<file path="src/rtl/efcc_pkg.sv">
// shared types and constants for the elevator call controller
package efcc_pkg;

  localparam int FLOOR_W = 4;
  localparam int QDEPTH = 16;
  localparam int QAW = $clog2(QDEPTH);
  localparam int CNT_W = QAW + 1;
  localparam logic [CNT_W-1:0] QFULL = CNT_W'(QDEPTH);

  localparam int NUM_FLOORS_DEF = 16;
  localparam int START_LEVEL_DEF = 0;

  typedef enum logic [1:0] {
    OP_CALL    = 2'd0,
    OP_REACHED = 2'd1,
    OP_CLOSED  = 2'd2
  } op_t;

  typedef enum logic [1:0] {
    MODE_IDLE  = 2'd0,
    MODE_CABIN = 2'd1,
    MODE_DOORS = 2'd2
  } mode_t;

  typedef struct packed {
    logic               move_cabin;
    logic               stop_cabin;
    logic               free_cabin;
    logic               serviced_valid;
    logic [FLOOR_W-1:0] serviced_floor;
    logic               floor_changed;
    logic [FLOOR_W-1:0] current_floor;
    logic [1:0]         ctrl_state;
    logic [CNT_W-1:0]   pending_count;
  } res_t;

  typedef struct packed {
    logic               rd_en;
    logic [QAW-1:0]     rd_addr;
    logic               wr_en;
    logic [QAW-1:0]     wr_addr;
    logic [FLOOR_W-1:0] wr_data;
  } mem_req_t;

  // highest reachable floor, bounded by the floor field width
  function automatic int top_floor(input int num_floors);
    int n;
    n = num_floors;
    if (n < 1) n = 1;
    if (n > (1 << FLOOR_W)) n = 1 << FLOOR_W;
    return n - 1;
  endfunction

endpackage

</file>
<file path="src/rtl/efcc_if.sv">
// event and result channel interfaces of the elevator call controller
interface efcc_in_if;
  logic                            valid;
  logic                            ready;
  logic [1:0]                      opcode;
  logic [efcc_pkg::FLOOR_W-1:0]    call_floor;

  modport source (output valid, output opcode, output call_floor, input ready);
  modport sink (input valid, input opcode, input call_floor, output ready);
endinterface

interface efcc_out_if;
  logic                            valid;
  logic                            ready;
  logic                            move_cabin;
  logic                            stop_cabin;
  logic                            free_cabin;
  logic                            serviced_valid;
  logic [efcc_pkg::FLOOR_W-1:0]    serviced_floor;
  logic                            floor_changed;
  logic [efcc_pkg::FLOOR_W-1:0]    current_floor;
  logic [1:0]                      ctrl_state;
  logic [efcc_pkg::CNT_W-1:0]      pending_count;

  modport source (output valid, output move_cabin, output stop_cabin, output free_cabin,
                  output serviced_valid, output serviced_floor, output floor_changed,
                  output current_floor, output ctrl_state, output pending_count,
                  input ready);
  modport sink (input valid, input move_cabin, input stop_cabin, input free_cabin,
                input serviced_valid, input serviced_floor, input floor_changed,
                input current_floor, input ctrl_state, input pending_count,
                output ready);
endinterface

</file>
<file path="src/rtl/elevator_fifo_call_controller.sv">
// top level of the elevator call controller with its result register
//
//   channel | dir | signals                                  | transfer when
//   in_ch   | in  | opcode, call_floor                       | valid && ready
//   out_ch  | out | commands, serviced floor, floor, state,  | valid && ready
//           |     | pending count                            |
//
// steps: floor reached, ignored events and a call to the cabin floor while idle go straight to done;
// doors closed pops the head and, if entries remain, reads the next one for routing; any other call
// scans the queued entries one at a time, inserts, and from idle reads the new head back for routing.
// the single read port of the call queue memory walked by the scan sets the call length.
// reset: synchronous, active low; no clearing pass, queue entries are only read
// inside the pending count. a result waits in the output register while the next
// event is taken; the sequencer holds a finished result only when that register
// is still occupied.
module elevator_fifo_call_controller #(
  parameter int NUM_FLOORS  = efcc_pkg::NUM_FLOORS_DEF,
  parameter int START_LEVEL = efcc_pkg::START_LEVEL_DEF
) (
  input  logic       clk,
  input  logic       rst_n,
  efcc_in_if.sink    in_ch,
  efcc_out_if.source out_ch
);

  logic                         res_valid;
  logic                         res_ready;
  efcc_pkg::res_t               res;
  efcc_pkg::mem_req_t           mem_req;
  logic [efcc_pkg::FLOOR_W-1:0] rd_data;
  logic                         out_valid_r;
  efcc_pkg::res_t               out_data_r;

  efcc_ctrl #(
    .NUM_FLOORS  (NUM_FLOORS),
    .START_LEVEL (START_LEVEL)
  ) u_ctrl (
    .clk       (clk),
    .rst_n     (rst_n),
    .in_valid  (in_ch.valid),
    .in_ready  (in_ch.ready),
    .in_opcode (in_ch.opcode),
    .in_floor  (in_ch.call_floor),
    .res_valid (res_valid),
    .res_ready (res_ready),
    .res       (res),
    .mem_req   (mem_req),
    .rd_data   (rd_data)
  );

  efcc_qmem u_qmem (
    .clk     (clk),
    .req     (mem_req),
    .rd_data (rd_data)
  );

  assign res_ready = !out_valid_r || out_ch.ready;

  always_ff @(posedge clk) begin
    if (!rst_n) begin
      out_valid_r <= 1'b0;
    end else if (res_valid && res_ready) begin
      out_valid_r <= 1'b1;
    end else if (out_ch.ready) begin
      out_valid_r <= 1'b0;
    end
  end

  always_ff @(posedge clk) begin
    if (res_valid && res_ready) begin
      out_data_r <= res;
    end
  end

  assign out_ch.valid          = out_valid_r;
  assign out_ch.move_cabin     = out_data_r.move_cabin;
  assign out_ch.stop_cabin     = out_data_r.stop_cabin;
  assign out_ch.free_cabin     = out_data_r.free_cabin;
  assign out_ch.serviced_valid = out_data_r.serviced_valid;
  assign out_ch.serviced_floor = out_data_r.serviced_floor;
  assign out_ch.floor_changed  = out_data_r.floor_changed;
  assign out_ch.current_floor  = out_data_r.current_floor;
  assign out_ch.ctrl_state     = out_data_r.ctrl_state;
  assign out_ch.pending_count  = out_data_r.pending_count;

  a_count_bound: assert property (@(posedge clk) disable iff (!rst_n)
    res.pending_count <= efcc_pkg::QFULL)
    else $error("pending count above queue depth");

  a_no_accept_while_done: assert property (@(posedge clk) disable iff (!rst_n)
    res_valid |-> !in_ch.ready)
    else $error("event taken while a result is pending in the sequencer");

  a_result_loaded: assert property (@(posedge clk) disable iff (!rst_n)
    res_valid && res_ready |=> out_ch.valid)
    else $error("finished result not loaded into output register");

  a_stop_mode: assert property (@(posedge clk) disable iff (!rst_n)
    out_ch.valid && out_ch.stop_cabin |-> out_ch.ctrl_state == efcc_pkg::MODE_DOORS)
    else $error("stop commanded outside waiting for doors");

  a_move_mode: assert property (@(posedge clk) disable iff (!rst_n)
    out_ch.valid && out_ch.move_cabin |-> out_ch.ctrl_state == efcc_pkg::MODE_CABIN)
    else $error("move commanded outside waiting for cabin");

endmodule

</file>
<file path="src/rtl/efcc_qmem.sv">
// call queue storage: one write port, one registered read port
module efcc_qmem (
  input  logic                         clk,
  input  efcc_pkg::mem_req_t           req,
  output logic [efcc_pkg::FLOOR_W-1:0] rd_data
);

  logic [efcc_pkg::FLOOR_W-1:0] mem [efcc_pkg::QDEPTH];

  always_ff @(posedge clk) begin
    if (req.wr_en) begin
      mem[req.wr_addr] <= req.wr_data;
    end
  end

  always_ff @(posedge clk) begin
    if (req.rd_en) begin
      rd_data <= mem[req.rd_addr];
    end
  end

endmodule

</file>
<file path="src/rtl/efcc_ctrl.sv">
// event sequencer: duplicate scan, queue update, routing and cabin tracking
module efcc_ctrl #(
  parameter int NUM_FLOORS  = efcc_pkg::NUM_FLOORS_DEF,
  parameter int START_LEVEL = efcc_pkg::START_LEVEL_DEF
) (
  input  logic                         clk,
  input  logic                         rst_n,
  input  logic                         in_valid,
  output logic                         in_ready,
  input  logic [1:0]                   in_opcode,
  input  logic [efcc_pkg::FLOOR_W-1:0] in_floor,
  output logic                         res_valid,
  input  logic                         res_ready,
  output efcc_pkg::res_t               res,
  output efcc_pkg::mem_req_t           mem_req,
  input  logic [efcc_pkg::FLOOR_W-1:0] rd_data
);

  localparam int FW = efcc_pkg::FLOOR_W;
  localparam int AW = efcc_pkg::QAW;
  localparam int CW = efcc_pkg::CNT_W;
  localparam int TopInt = efcc_pkg::top_floor(NUM_FLOORS);
  localparam int StartInt = (START_LEVEL > TopInt) ? TopInt : START_LEVEL;
  localparam logic [FW-1:0] TopFloor = FW'(TopInt);
  localparam logic [FW-1:0] StartFloor = FW'(StartInt);

  typedef enum logic [6:0] {
    ST_IDLE   = 7'b0000001,
    ST_SCAN   = 7'b0000010,
    ST_INSERT = 7'b0000100,
    ST_POP    = 7'b0001000,
    ST_RDHEAD = 7'b0010000,
    ST_ROUTE  = 7'b0100000,
    ST_DONE   = 7'b1000000
  } state_t;

  state_t              state_r, state_nxt;
  logic [FW-1:0]       flr_r, flr_nxt;
  logic [AW-1:0]       idx_r, idx_nxt;
  logic                dup_r, dup_nxt;
  logic [AW-1:0]       head_r, head_nxt;
  logic [CW-1:0]       count_r, count_nxt;
  efcc_pkg::mode_t     mode_r, mode_nxt;
  logic                up_r, up_nxt;
  logic [FW-1:0]       cabin_r, cabin_nxt;
  logic [FW-1:0]       goal_r, goal_nxt;
  logic                mv_r, mv_nxt;
  logic                stp_r, stp_nxt;
  logic                frc_r, frc_nxt;
  logic                sv_r, sv_nxt;
  logic [FW-1:0]       sf_r, sf_nxt;
  logic                fc_r, fc_nxt;
  logic [FW-1:0]       cabin_step;

  always_comb begin
    if (up_r) begin
      cabin_step = (cabin_r < TopFloor) ? cabin_r + FW'(1) : cabin_r;
    end else begin
      cabin_step = (cabin_r != '0) ? cabin_r - FW'(1) : cabin_r;
    end
  end

  always_comb begin
    state_nxt = state_r;
    flr_nxt   = flr_r;
    idx_nxt   = idx_r;
    dup_nxt   = dup_r;
    head_nxt  = head_r;
    count_nxt = count_r;
    mode_nxt  = mode_r;
    up_nxt    = up_r;
    cabin_nxt = cabin_r;
    goal_nxt  = goal_r;
    mv_nxt    = mv_r;
    stp_nxt   = stp_r;
    frc_nxt   = frc_r;
    sv_nxt    = sv_r;
    sf_nxt    = sf_r;
    fc_nxt    = fc_r;
    mem_req   = '0;
    in_ready  = (state_r == ST_IDLE);
    res_valid = (state_r == ST_DONE);

    unique case (state_r)
      ST_IDLE: begin
        if (in_valid) begin
          flr_nxt   = in_floor;
          idx_nxt   = '0;
          dup_nxt   = 1'b0;
          mv_nxt    = 1'b0;
          stp_nxt   = 1'b0;
          frc_nxt   = 1'b0;
          sv_nxt    = 1'b0;
          sf_nxt    = '0;
          fc_nxt    = 1'b0;
          state_nxt = ST_DONE;
          unique case (in_opcode)
            efcc_pkg::OP_CALL: begin
              if (in_floor <= TopFloor) begin
                if (in_floor == cabin_r && mode_r == efcc_pkg::MODE_IDLE) begin
                  mode_nxt = efcc_pkg::MODE_DOORS;
                  stp_nxt  = 1'b1;
                end else if (count_r != '0) begin
                  mem_req.rd_en   = 1'b1;
                  mem_req.rd_addr = head_r;
                  state_nxt       = ST_SCAN;
                end else begin
                  state_nxt = ST_INSERT;
                end
              end
            end
            efcc_pkg::OP_REACHED: begin
              if (mode_r == efcc_pkg::MODE_CABIN) begin
                cabin_nxt = cabin_step;
                fc_nxt    = 1'b1;
                if (cabin_step != goal_r) begin
                  mv_nxt = 1'b1;
                end else begin
                  mode_nxt = efcc_pkg::MODE_DOORS;
                  stp_nxt  = 1'b1;
                end
              end
            end
            efcc_pkg::OP_CLOSED: begin
              if (mode_r == efcc_pkg::MODE_DOORS) begin
                frc_nxt = 1'b1;
                if (count_r != '0) begin
                  mem_req.rd_en   = 1'b1;
                  mem_req.rd_addr = head_r;
                  state_nxt       = ST_POP;
                end else begin
                  mode_nxt = efcc_pkg::MODE_IDLE;
                  up_nxt   = 1'b0;
                end
              end
            end
            default: ;
          endcase
        end
      end
      ST_SCAN: begin
        // rd_data holds queue entry idx_r
        if (rd_data == flr_r) begin
          dup_nxt   = 1'b1;
          state_nxt = ST_INSERT;
        end else if ({1'b0, idx_r} + CW'(1) < count_r) begin
          idx_nxt         = idx_r + AW'(1);
          mem_req.rd_en   = 1'b1;
          mem_req.rd_addr = head_r + idx_r + AW'(1);
        end else begin
          state_nxt = ST_INSERT;
        end
      end
      ST_INSERT: begin
        if (!dup_r && count_r < efcc_pkg::QFULL) begin
          mem_req.wr_en   = 1'b1;
          mem_req.wr_addr = head_r + count_r[AW-1:0];
          mem_req.wr_data = flr_r;
          count_nxt       = count_r + CW'(1);
        end
        // the head read goes out in the cycle after the write so it sees the new entry
        state_nxt = (mode_r == efcc_pkg::MODE_IDLE) ? ST_RDHEAD : ST_DONE;
      end
      ST_POP: begin
        sv_nxt    = 1'b1;
        sf_nxt    = rd_data;
        head_nxt  = head_r + AW'(1);
        count_nxt = count_r - CW'(1);
        if (count_r == CW'(1)) begin
          mode_nxt  = efcc_pkg::MODE_IDLE;
          up_nxt    = 1'b0;
          state_nxt = ST_DONE;
        end else begin
          mem_req.rd_en   = 1'b1;
          mem_req.rd_addr = head_r + AW'(1);
          state_nxt       = ST_ROUTE;
        end
      end
      ST_RDHEAD: begin
        mem_req.rd_en   = 1'b1;
        mem_req.rd_addr = head_r;
        state_nxt       = ST_ROUTE;
      end
      ST_ROUTE: begin
        goal_nxt = rd_data;
        if (rd_data == cabin_r) begin
          mode_nxt = efcc_pkg::MODE_DOORS;
          stp_nxt  = 1'b1;
        end else begin
          up_nxt   = (rd_data > cabin_r);
          mode_nxt = efcc_pkg::MODE_CABIN;
          mv_nxt   = 1'b1;
        end
        state_nxt = ST_DONE;
      end
      ST_DONE: begin
        if (res_ready) begin
          state_nxt = ST_IDLE;
        end
      end
      default: state_nxt = ST_IDLE;
    endcase
  end

  always_ff @(posedge clk) begin
    if (!rst_n) begin
      state_r <= ST_IDLE;
      head_r  <= '0;
      count_r <= '0;
      mode_r  <= efcc_pkg::MODE_IDLE;
      up_r    <= 1'b0;
      cabin_r <= StartFloor;
      goal_r  <= StartFloor;
    end else begin
      state_r <= state_nxt;
      head_r  <= head_nxt;
      count_r <= count_nxt;
      mode_r  <= mode_nxt;
      up_r    <= up_nxt;
      cabin_r <= cabin_nxt;
      goal_r  <= goal_nxt;
    end
  end

  always_ff @(posedge clk) begin
    flr_r <= flr_nxt;
    idx_r <= idx_nxt;
    dup_r <= dup_nxt;
    mv_r  <= mv_nxt;
    stp_r <= stp_nxt;
    frc_r <= frc_nxt;
    sv_r  <= sv_nxt;
    sf_r  <= sf_nxt;
    fc_r  <= fc_nxt;
  end

  always_comb begin
    res.move_cabin     = mv_r;
    res.stop_cabin     = stp_r;
    res.free_cabin     = frc_r;
    res.serviced_valid = sv_r;
    res.serviced_floor = sf_r;
    res.floor_changed  = fc_r;
    res.current_floor  = cabin_r;
    res.ctrl_state     = mode_r;
    res.pending_count  = count_r;
  end

endmodule

</file>
<file path="src/flat_wrapper.sv">
// flat-port wrapper written by rule: the top's interface ports become plain ports
module elevator_fifo_call_controller_flat 
#(
  parameter int NUM_FLOORS  = efcc_pkg::NUM_FLOORS_DEF,
  parameter int START_LEVEL = efcc_pkg::START_LEVEL_DEF
)
  (clk, rst_n, in_ch_valid, in_ch_opcode, in_ch_call_floor, in_ch_ready, out_ch_valid, out_ch_move_cabin, out_ch_stop_cabin, out_ch_free_cabin, out_ch_serviced_valid, out_ch_serviced_floor, out_ch_floor_changed, out_ch_current_floor, out_ch_ctrl_state, out_ch_pending_count, out_ch_ready);
  efcc_in_if in_ch_i ();
  efcc_out_if out_ch_i ();
  input  logic clk;
  input  logic rst_n;
  input wire logic [$bits(in_ch_i.valid)-1:0] in_ch_valid;
  input wire logic [$bits(in_ch_i.opcode)-1:0] in_ch_opcode;
  input wire logic [$bits(in_ch_i.call_floor)-1:0] in_ch_call_floor;
  output wire logic [$bits(in_ch_i.ready)-1:0] in_ch_ready;
  output wire logic [$bits(out_ch_i.valid)-1:0] out_ch_valid;
  output wire logic [$bits(out_ch_i.move_cabin)-1:0] out_ch_move_cabin;
  output wire logic [$bits(out_ch_i.stop_cabin)-1:0] out_ch_stop_cabin;
  output wire logic [$bits(out_ch_i.free_cabin)-1:0] out_ch_free_cabin;
  output wire logic [$bits(out_ch_i.serviced_valid)-1:0] out_ch_serviced_valid;
  output wire logic [$bits(out_ch_i.serviced_floor)-1:0] out_ch_serviced_floor;
  output wire logic [$bits(out_ch_i.floor_changed)-1:0] out_ch_floor_changed;
  output wire logic [$bits(out_ch_i.current_floor)-1:0] out_ch_current_floor;
  output wire logic [$bits(out_ch_i.ctrl_state)-1:0] out_ch_ctrl_state;
  output wire logic [$bits(out_ch_i.pending_count)-1:0] out_ch_pending_count;
  input wire logic [$bits(out_ch_i.ready)-1:0] out_ch_ready;
  assign in_ch_i.valid = in_ch_valid;
  assign in_ch_i.opcode = in_ch_opcode;
  assign in_ch_i.call_floor = in_ch_call_floor;
  assign in_ch_ready = in_ch_i.ready;
  assign out_ch_valid = out_ch_i.valid;
  assign out_ch_move_cabin = out_ch_i.move_cabin;
  assign out_ch_stop_cabin = out_ch_i.stop_cabin;
  assign out_ch_free_cabin = out_ch_i.free_cabin;
  assign out_ch_serviced_valid = out_ch_i.serviced_valid;
  assign out_ch_serviced_floor = out_ch_i.serviced_floor;
  assign out_ch_floor_changed = out_ch_i.floor_changed;
  assign out_ch_current_floor = out_ch_i.current_floor;
  assign out_ch_ctrl_state = out_ch_i.ctrl_state;
  assign out_ch_pending_count = out_ch_i.pending_count;
  assign out_ch_i.ready = out_ch_ready;
  elevator_fifo_call_controller #(.NUM_FLOORS(NUM_FLOORS), .START_LEVEL(START_LEVEL)) u_core (.clk(clk), .rst_n(rst_n), .in_ch(in_ch_i), .out_ch(out_ch_i));
endmodule
</file>
<file path="config.mk">
export PLATFORM = sky130hd
export DESIGN_NAME = elevator_fifo_call_controller_flat
export DESIGN_NICKNAME = d
export VERILOG_FILES = /design/src/rtl/efcc_pkg.sv /design/src/rtl/efcc_if.sv /design/src/rtl/elevator_fifo_call_controller.sv /design/src/rtl/efcc_qmem.sv /design/src/rtl/efcc_ctrl.sv /design/src/flat_wrapper.sv
export SDC_FILE = /design/constraint.sdc
export NUM_CORES = 1
export LEC_CHECK = 0
export ABC_AREA = 1
export BUFFER_PORTS_ARGS = -buffer_cell sky130_fd_sc_hd__clkbuf_2
export CAP_MARGIN = 25
export CORE_MARGIN = 2
export CORE_UTILIZATION = 50
export CTS_CLUSTER_SIZE = 28
export DETAILED_ROUTE_END_ITERATION = 8
export PLACE_DENSITY = 0.67
export SYNTH_ARGS = -nofsm -noshare
export SYNTH_HDL_FRONTEND = slang
export SYNTH_SLANG_ARGS = --single-unit
</file>
<file path="constraint.sdc">
create_clock -name clk -period 6.5 [get_ports clk]
set_clock_uncertainty 0.2 [all_clocks]
set_input_delay 0.975 -clock clk [delete_from_list [all_inputs] [get_ports clk]]
set_output_delay 0.975 -clock clk [all_outputs]
set_load 0.01 [all_outputs]
</file>
==> results.md, run 1 <==
* Status: finished, final reports clean
* Grt total ovfl at 0
* PwrDens at 273 nW/um^2
* Fmax at 301 MHz
* TritonRoute pass-1 iters at 5
* Relative slew slack at 68.5%
* WL final at 15.0 mm
* Final Cell Area at 7610 um^2
* Final core utilization at 57.7%
* GP Congestion at 0.947
* Die H at 120 um
* Clock sink total at 134
* # fillers at 1127
* I/O Buffers at 31
* Routed wire per std cell at 16.3 um
* CTS buffer count at 17
* Row count at 42
* H-tree depth at 4
* Post-Syn Area per Cell at 9.68 um^2
* Clk Latency, worst-skew pair at 0.43 ns
* Crit. End Element: flop
* DRT iter0 DRCs at 476
* Seq/Total Area, Yosys at 55.9%
* Max_cap viols at 0
* Post-CTS setup buffers at 0
* Slew Limit Fails at 0
* Max stage delay on crit path at 0.46 ns
* Area growth syn-to-layout at 13.6%
* Post-Place Cells at 886
* Placed standard-cell area at 7000 um^2
* Crit-path max FO at 33
* Share of layout cells above drive strength 1 at 15.5%
* Pin count of the biggest net entering global routing at 34
* Worst-path clk slew at 0.06 ns
* Synthesized area at 6700 um^2
* Die ar. at 14300 um^2
* Worst-path cell chain: ha_1 > nor2_1 > nor2_1 > ha_1 > nand2_1 > nor3b_1 > nor2_1 > nand4_1 > buf_4 > nand3_4 > nand2_1 > nand3_1 > nand3_1 > nand2_1 > nand2_1 > nand2_1
* Worst hold path type: flop to flop
* Unrepaired setup endpoints after global routing: false
* CP top delay family: simple AND/OR/NAND/NOR gates
* Final Hold Viols at 0
* # diodes at 0
* Post-synth cell types at 39
* Count of final setup violators at 0
* Total GRT Usage at 22.0%
* Worst EP arrival at 3.30 ns
* Final nets at 763
* Post-route ant nets at 0
* DR vias at 5119
* Root Buffer: clkbuf_16
* CP Buf/Inv Count at 1
* Via density at 5.58
* WP data required at 6.48 ns
* Critical Path Start Type: flop
* Starting Density at 50.8%
* DP Wirelength at 10.5 mm
* Setup_tns at 0 ns
* Crit-path slowest cell: edfxtp_1
* Deepest clock path buffer count at 2
* Finished Layout Cells at 918
* Peak supply drop at 281 uV
* Final Cycle Share at 51.1%
* Hold buffers post-CTS at 0
* Critical path class: flop to flop
* DIE WIDTH at 120 um
* Worst-margin pin slew at 0.470 ns
* Ports at 32
* First-pass GRT wire length at 24.2 mm
* Mapped Nets at 726
* Core area at 13200 um^2
* Vias in the first global route at 4861
* Warning count from the yosys run at 0
* Worst path most repeated cell: nand2_1
* Resized Gates After CTS at 0
* Crit path time final at 3.32 ns
* Initial antenna violation count at 0
* # DRC at 0
* CTS tree: done
* Yosys reg bits at 134
* P_leak at 3.09 nW
* Mapped Cells at 692
synthesized netlist by cell type:
library cell / instances / share of area (%)
nand2_1: 133 / 7.4
edfxtp_1: 106 / 47
nand3_1: 76 / 5.7
nor2_1: 69 / 3.9
inv_1: 61 / 3.4
nand4_1: 36 / 3.4
a21oi_1: 28 / 2.1
dfxtp_1: 28 / 8.4
o21ai_0: 23 / 1.7
ha_1: 22 / 4.1
inv_2: 18 / 1.0
xor2_1: 12 / 1.6
nand2_4: 8 / 1.3
buf_2: 7 / 0.52
clkbuf_1: 7 / 0.39
nor4_1: 6 / 0.56
buf_6: 5 / 0.84
nor2_2: 5 / 0.47
nor2_4: 5 / 0.84
xnor2_1: 5 / 0.65
a211oi_1: 4 / 0.45
nor3_1: 4 / 0.30
a31oi_1: 3 / 0.28
fa_1: 2 / 0.60
nand2_2: 2 / 0.19
nand3_4: 2 / 0.52
o21ai_1: 2 / 0.15
or2_2: 2 / 0.19
a2111oi_0: 1 / 0.13
a21oi_4: 1 / 0.24
buf_4: 1 / 0.11
nand3_2: 1 / 0.15
nand4_2: 1 / 0.19
nor3_2: 1 / 0.15
nor3b_1: 1 / 0.11
o2111ai_1: 1 / 0.13
o211ai_1: 1 / 0.11
o221ai_1: 1 / 0.13
o311ai_0: 1 / 0.13
per-layer routing:
layer	GRT usage [%]	part of all wire, %	vias up
met5	0	0	-
met4	8.90	2.5	0
met3	5.80	6.6	33
met2	36.1	48	212
met1	27.7	43	2409
li1	-	-	2465
area by class of cell:
class / count / area [um^2] / share of cell area [%]
Clock buffer: 17 / 425 / 5.59
Clock inverter: 15 / 181 / 2.38
Inverter: 79 / 297 / 3.90
Multi-Input combinational cell: 459 / 2540 / 33.3
Sequential cell: 134 / 3740 / 49.2
Tap cell: 176 / 220 / 2.89
Timing Repair Buffer: 38 / 208 / 2.73
cells by family (layout without fill, tap and decap cells):
| logic type | Yosys count | count (layout) | share of synthesized area, % |
|---|---|---|---|
| xor+xnor | 17 | 17 | 2.22 |
| compound gates | 66 | 66 | 5.56 |
| buf+inv | 99 | 149 | 6.29 |
| fa+ha+maj | 24 | 24 | 4.70 |
| simple gates | 352 | 352 | 25.4 |
| flops | 134 | 134 | 55.9 |
state kept, by name, indices dropped and copies added (netlist names), 2 cells and up:
signal and cells:
u_core.u_qmem.mem 64, u_core.u_ctrl.state_r 7, u_core.out_ch.pending_count 5, u_core.u_ctrl.count_r 5, u_core.out_ch.current_floor 4, u_core.out_ch.serviced_floor 4
u_core.u_ctrl.cabin_r 4, u_core.u_ctrl.flr_r 4, u_core.u_ctrl.goal_r 4, u_core.u_ctrl.head_r 4, u_core.u_ctrl.idx_r 4, u_core.u_ctrl.sf_r 4
u_core.u_qmem.rd_data 4, u_core.out_ch.ctrl_state 2, u_core.u_ctrl.mode_r 2
final timing paths:
| check | start | endpoint | slack, ns | cells past startpoint |
|---|---|---|---|---|
| setup / recovery | u_core.u_ctrl.idx_r[1]$_SDFFCE_PN0P_ | u_core.u_qmem.rd_data[3]$_DFFE_PP_ | 3.18 | 16 |
| hold / removal | u_core.u_ctrl.sf_r[1]$_SDFFCE_PN0P_ | u_core.out_ch.serviced_floor[1]$_DFFE_PP_ | 0.22 | 0 |
| setup reg to reg | u_core.u_ctrl.idx_r[1]$_SDFFCE_PN0P_ | u_core.u_qmem.rd_data[3]$_DFFE_PP_ | 3.18 | 16 |
| hold reg to reg | u_core.u_ctrl.sf_r[1]$_SDFFCE_PN0P_ | u_core.out_ch.serviced_floor[1]$_DFFE_PP_ | 0.22 | 0 |
cell usage in the layout (no fill, tap or decap), drive strengths merged, types with 7 or more instances in the layout:
master	Yosys	final
a21oi	29	29
buf	13	7
clkbuf	7	48
clkinv	0	7
dfxtp	28	28
edfxtp	106	106
ha	22	22
inv	79	80
nand2	143	143
nand3	79	79
nand4	37	37
nor2	79	79
o21ai	25	25
xor2	12	12
report_power, final:
group          switching, mW  leakage (nW)  internal [mW]
logic                 0.0966          1.62         0.0456
clock network          0.373         0.283          0.603
registers             0.0123          1.18          0.948
total                  0.482          3.09           1.60
through the flow:
stage	setup WS [ns]	hold WS [ns]	power [mW]
final	3.18	0.217	2.08
after global routing	2.87	0.223	2.14
after CTS	3.21	0.218	2.09
after detailed placement	3.20	0.205	1.12
after global placement	3.28	0.204	1.12
after floorplan	3.76	0.200	1.08
Note: power is estimated with default switching activity, not from simulation.
==> run 2: changes to the inputs <==
--- a/config.mk
+++ b/config.mk
@@ -12,7 +12,7 @@
 export CORE_UTILIZATION = 50
 export CTS_CLUSTER_SIZE = 28
 export DETAILED_ROUTE_END_ITERATION = 8
-export PLACE_DENSITY = 0.67
+export PLACE_DENSITY = 0.7
 export SYNTH_ARGS = -nofsm -noshare
 export SYNTH_HDL_FRONTEND = slang
 export SYNTH_SLANG_ARGS = --single-unit
==> constraint.sdc (replaced) <==
create_clock -name clk -period 2.95 [get_ports clk]
set_clock_uncertainty 0.2 [all_clocks]
set_input_delay 0.4425 -clock clk [delete_from_list [all_inputs] [get_ports clk]]
set_output_delay 0.4425 -clock clk [all_outputs]
set_load 0.01 [all_outputs]
==> run 2 against run 1 <==
Net effect:
- routed wire length grew 11%
- die area unchanged
- the flow now finishes with violations (negative setup slack)
- register-to-register slack worse by 3.2 ns
- first-iteration DRC count rose by 14%
- global-route usage rose by 1.1 points
- non-clock buffer count increased by 24
- count of clock-buffer cells in the layout up 2
- largest power group unchanged
- critical endpoint is now u_core.u_qmem.rd_data[0]$_DFFE_PP_
- critical path depth is 3 higher
- combinational power rose to 2.6 times the previous value
==> results.md, run 2 (synthesized netlist as in run 1, its figures left out) <==
* DP Wirelength at 10.8 mm (was 10.5 mm)
* Initial antenna violation count at 0 (unchanged)
* Worst EP arrival at 2.97 ns (was 3.30 ns)
* Crit-path max FO at 14 (was 33)
* Root Buffer: clkbuf_16 (unchanged)
* Row count at 42 (unchanged)
* TritonRoute pass-1 iters at 6 (was 5)
* Clk Latency, worst-skew pair at 0.43 ns (about the same)
* Max stage delay on crit path at 0.46 ns (about the same)
* Final core utilization at 61.4% (was 57.7%)
* Count of final setup violators at 3 (was 0)
* Placed standard-cell area at 7140 um^2 (was 7000 um^2)
* Starting Density at 50.8% (unchanged)
* WL final at 16.7 mm (was 15.0 mm)
* Crit path time final at 2.98 ns (was 3.32 ns)
* Area growth syn-to-layout at 20.8% (was 13.6%)
* Hold depth at 1 (was 0)
* Post-Place Cells at 903 (was 886)
* Start point of the worst min-delay path: in_ch_call_floor[0] (was u_core.u_ctrl.sf_r[1]$_SDFFCE_PN0P_)
* Post-route ant nets at 0 (unchanged)
* Final Cell Area at 8100 um^2 (was 7610 um^2)
* Worst path most repeated cell: nand2_1 (unchanged)
* DRT iter0 DRCs at 541 (was 476)
* Crit. End Element: flop (unchanged)
* Final Hold Viols at 0 (unchanged)
* End of the worst hold path: u_core.u_ctrl.flr_r[0]$_DFFE_PP_ (was u_core.out_ch.serviced_floor[1]$_DFFE_PP_)
* PwrDens at 574 nW/um^2 (was 273 nW/um^2)
* DIE WIDTH at 120 um (unchanged)
* Via density at 5.73 (was 5.58)
* Pin count of the biggest net entering global routing at 34 (unchanged)
* Total GRT Usage at 23.1% (was 22.0%)
* Most frequent cells in the layout: nand2_1 (127), edfxtp_1 (106), nor2_1 (67) (was nand2_1 (133), edfxtp_1 (106), nand3_1 (76))
* P_leak at 3.34 nW (was 3.09 nW)
* Share of layout cells above drive strength 1 at 21.6% (was 15.5%)
* Slew Limit Fails at 0 (unchanged)
* Final nets at 791 (was 763)
* Worst flop-to-flop path startpoint: u_core.u_ctrl.idx_r[1]$_SDFFCE_PN0P_ (unchanged)
* Die ar. at 14300 um^2 (unchanged)
* Reg2reg end: u_core.u_qmem.rd_data[0]$_DFFE_PP_ (was u_core.u_qmem.rd_data[3]$_DFFE_PP_)
* Routed wire per std cell at 17.6 um (was 16.3 um)
* CP top delay family: simple AND/OR/NAND/NOR gates (unchanged)
* Worst-path cell chain: ha_4 > nand2_2 > inv_1 > nor2_1 > ha_1 > nand2_1 > nand2_1 > nand2_1 > nand2_1 > nor2_2 > nand4_1 > buf_6 > clkbuf_16 > nand4_1 > nand3_1 > nand3_1 > nand2_1 > nand2_1 > nand2_1 (was ha_1 > nor2_1 > nor2_1 > ha_1 > nand2_1 > nor3b_1 > nor2_1 > nand4_1 > buf_4 > nand3_4 > nand2_1 > nand3_1 > nand3_1 > nand2_1 > nand2_1 > nand2_1)
* # diodes at 0 (unchanged)
* Power Total at 4.65 mW (was 2.08 mW)
* Top Registers: u_core.u_qmem.mem x64, u_core.u_ctrl.state_r x7 (unchanged)
* Final Cycle Share at 101% (was 51.1%)
* Worst-path clk slew at 0.06 ns (about the same)
* Deepest clock path buffer count at 2 (unchanged)
* Dpl ws at -0.0690 ns (was 3.20 ns)
* Ports at 32 (unchanged)
* First-pass GRT wire length at 25.4 mm (was 24.2 mm)
* R2R Setup Slk at -0.03 ns (was 3.18 ns)
* WP data required at 2.94 ns (was 6.48 ns)
* Vias in the first global route at 5154 (was 4861)
* Most flops, register: u_core.u_qmem.mem (unchanged)
* Fin Hold WS at 0.0256 ns (was 0.217 ns)
* Commonest non-fill, non-tap cell in the layout: nand2_1 (unchanged)
* DR vias at 5423 (was 5119)
* CP Buf/Inv Count at 3 (was 1)
* Max reg flops at 64 (unchanged)
* H-tree depth at 4 (unchanged)
* R2R cell count at 19 (was 16)
* Peak supply drop at 355 uV (was 281 uV)
* Critical path class: flop to flop (unchanged)
* Relative slew slack at 65.2% (was 68.5%)
* Unrepaired setup endpoints after global routing: true (was false)
* Finished Layout Cells at 946 (was 918)
* Worst hold path type: input pin to flop (was flop to flop)
* Fmax at 335 MHz (was 301 MHz)
* Crit-path slowest cell: edfxtp_1 (unchanged)
* Die H at 120 um (unchanged)
* Worst-margin pin slew at 0.521 ns (was 0.470 ns)
* Violated checks: negative setup slack
* Grt total ovfl at 0 (unchanged)
* # DRC at 0 (unchanged)
* Setup slack after layout at -0.0342 ns (was 3.18 ns)
* Max_cap viols at 0 (unchanged)
* # fillers at 1013 (was 1127)
* CTS tree: done (unchanged)
* Core area at 13200 um^2 (unchanged)
* I/O Buffers at 31 (unchanged)
* Clock sink total at 134 (unchanged)
* CTS buffer count at 17 (unchanged)
* Critical Path Start Type: flop (unchanged)
* GP Congestion at 0.960 (was 0.947)
* Setup_tns at -0.0685 ns (was 0 ns)
* Status: finished with violations (was finished, final reports clean)
[run 2: worst register-to-register path: cells and delay by family (launching register included)]
family / cells / cell delay (ns)
flip-flops: 1 / 0.46
AND/OR/NAND/NOR: 14 / 1.17
adder cells (fa/ha/maj): 2 / 0.47
buffers and inverters: 3 / 0.43
[run 2: how the worst max path moves through the flow]
| stage | from | endpoint | cells past startpoint | slack [ns] |
|---|---|---|---|---|
| finish | u_core.u_ctrl.idx_r[1]$_SDFFCE_PN0P_ | u_core.u_qmem.rd_data[0]$_DFFE_PP_ | 19 | -0.03 |
| floorplan | u_core.u_ctrl.idx_r[1]$_SDFFCE_PN0P_ | u_core.u_qmem.rd_data[1]$_DFFE_PP_ | 21 | 0.21 |
| detailed placement | u_core.u_ctrl.idx_r[0]$_SDFFCE_PN0P_ | u_core.u_qmem.rd_data[1]$_DFFE_PP_ | 20 | -0.07 |
| global placement | u_core.u_ctrl.idx_r[0]$_SDFFCE_PN0P_ | u_core.u_qmem.rd_data[1]$_DFFE_PP_ | 20 | 0.02 |
| global route | u_core.u_ctrl.idx_r[1]$_SDFFCE_PN0P_ | u_core.u_qmem.rd_data[0]$_DFFE_PP_ | 19 | -0.18 |
| CTS | u_core.u_ctrl.idx_r[0]$_SDFFCE_PN0P_ | u_core.u_qmem.rd_data[1]$_DFFE_PP_ | 15 | -0.003 |
[run 2: timing repair]
action,CTS,global route
gates cloned,0,7
pin swaps,0,11
setup endpoints to repair,4,4
resized for setup,4,40
endpoints found under the hold margin,0,0
buffers inserted,1,4
hold buffers,0,0
[run 2: area by class of cell]
class	count	area, um^2	share of cell area (%)
repair buffers	62	473	5.84
inverters	79	307	3.79
flip-flops and latches	134	3740	46.2
clock inverters	13	174	2.15
well taps	176	220	2.72
multi-input cells	463	2750	33.9
clock buffers	19	433	5.35
[run 2: per-layer routing]
| metal | track usage (%) | wire length (um) | vias to the layer above |
|---|---|---|---|
| met5 | 0 | 0 | - |
| met4 | 12.1 | 642 | 0 |
| met3 | 5.37 | 1250 | 56 |
| met2 | 39.0 | 8280 | 290 |
| met1 | 27.5 | 6480 | 2549 |
| li1 | - | - | 2528 |
[run 2: power breakdown]
group          switching, mW  internal (mW)
clock                  0.828           1.34
combinational          0.239          0.125
sequential            0.0279           2.09
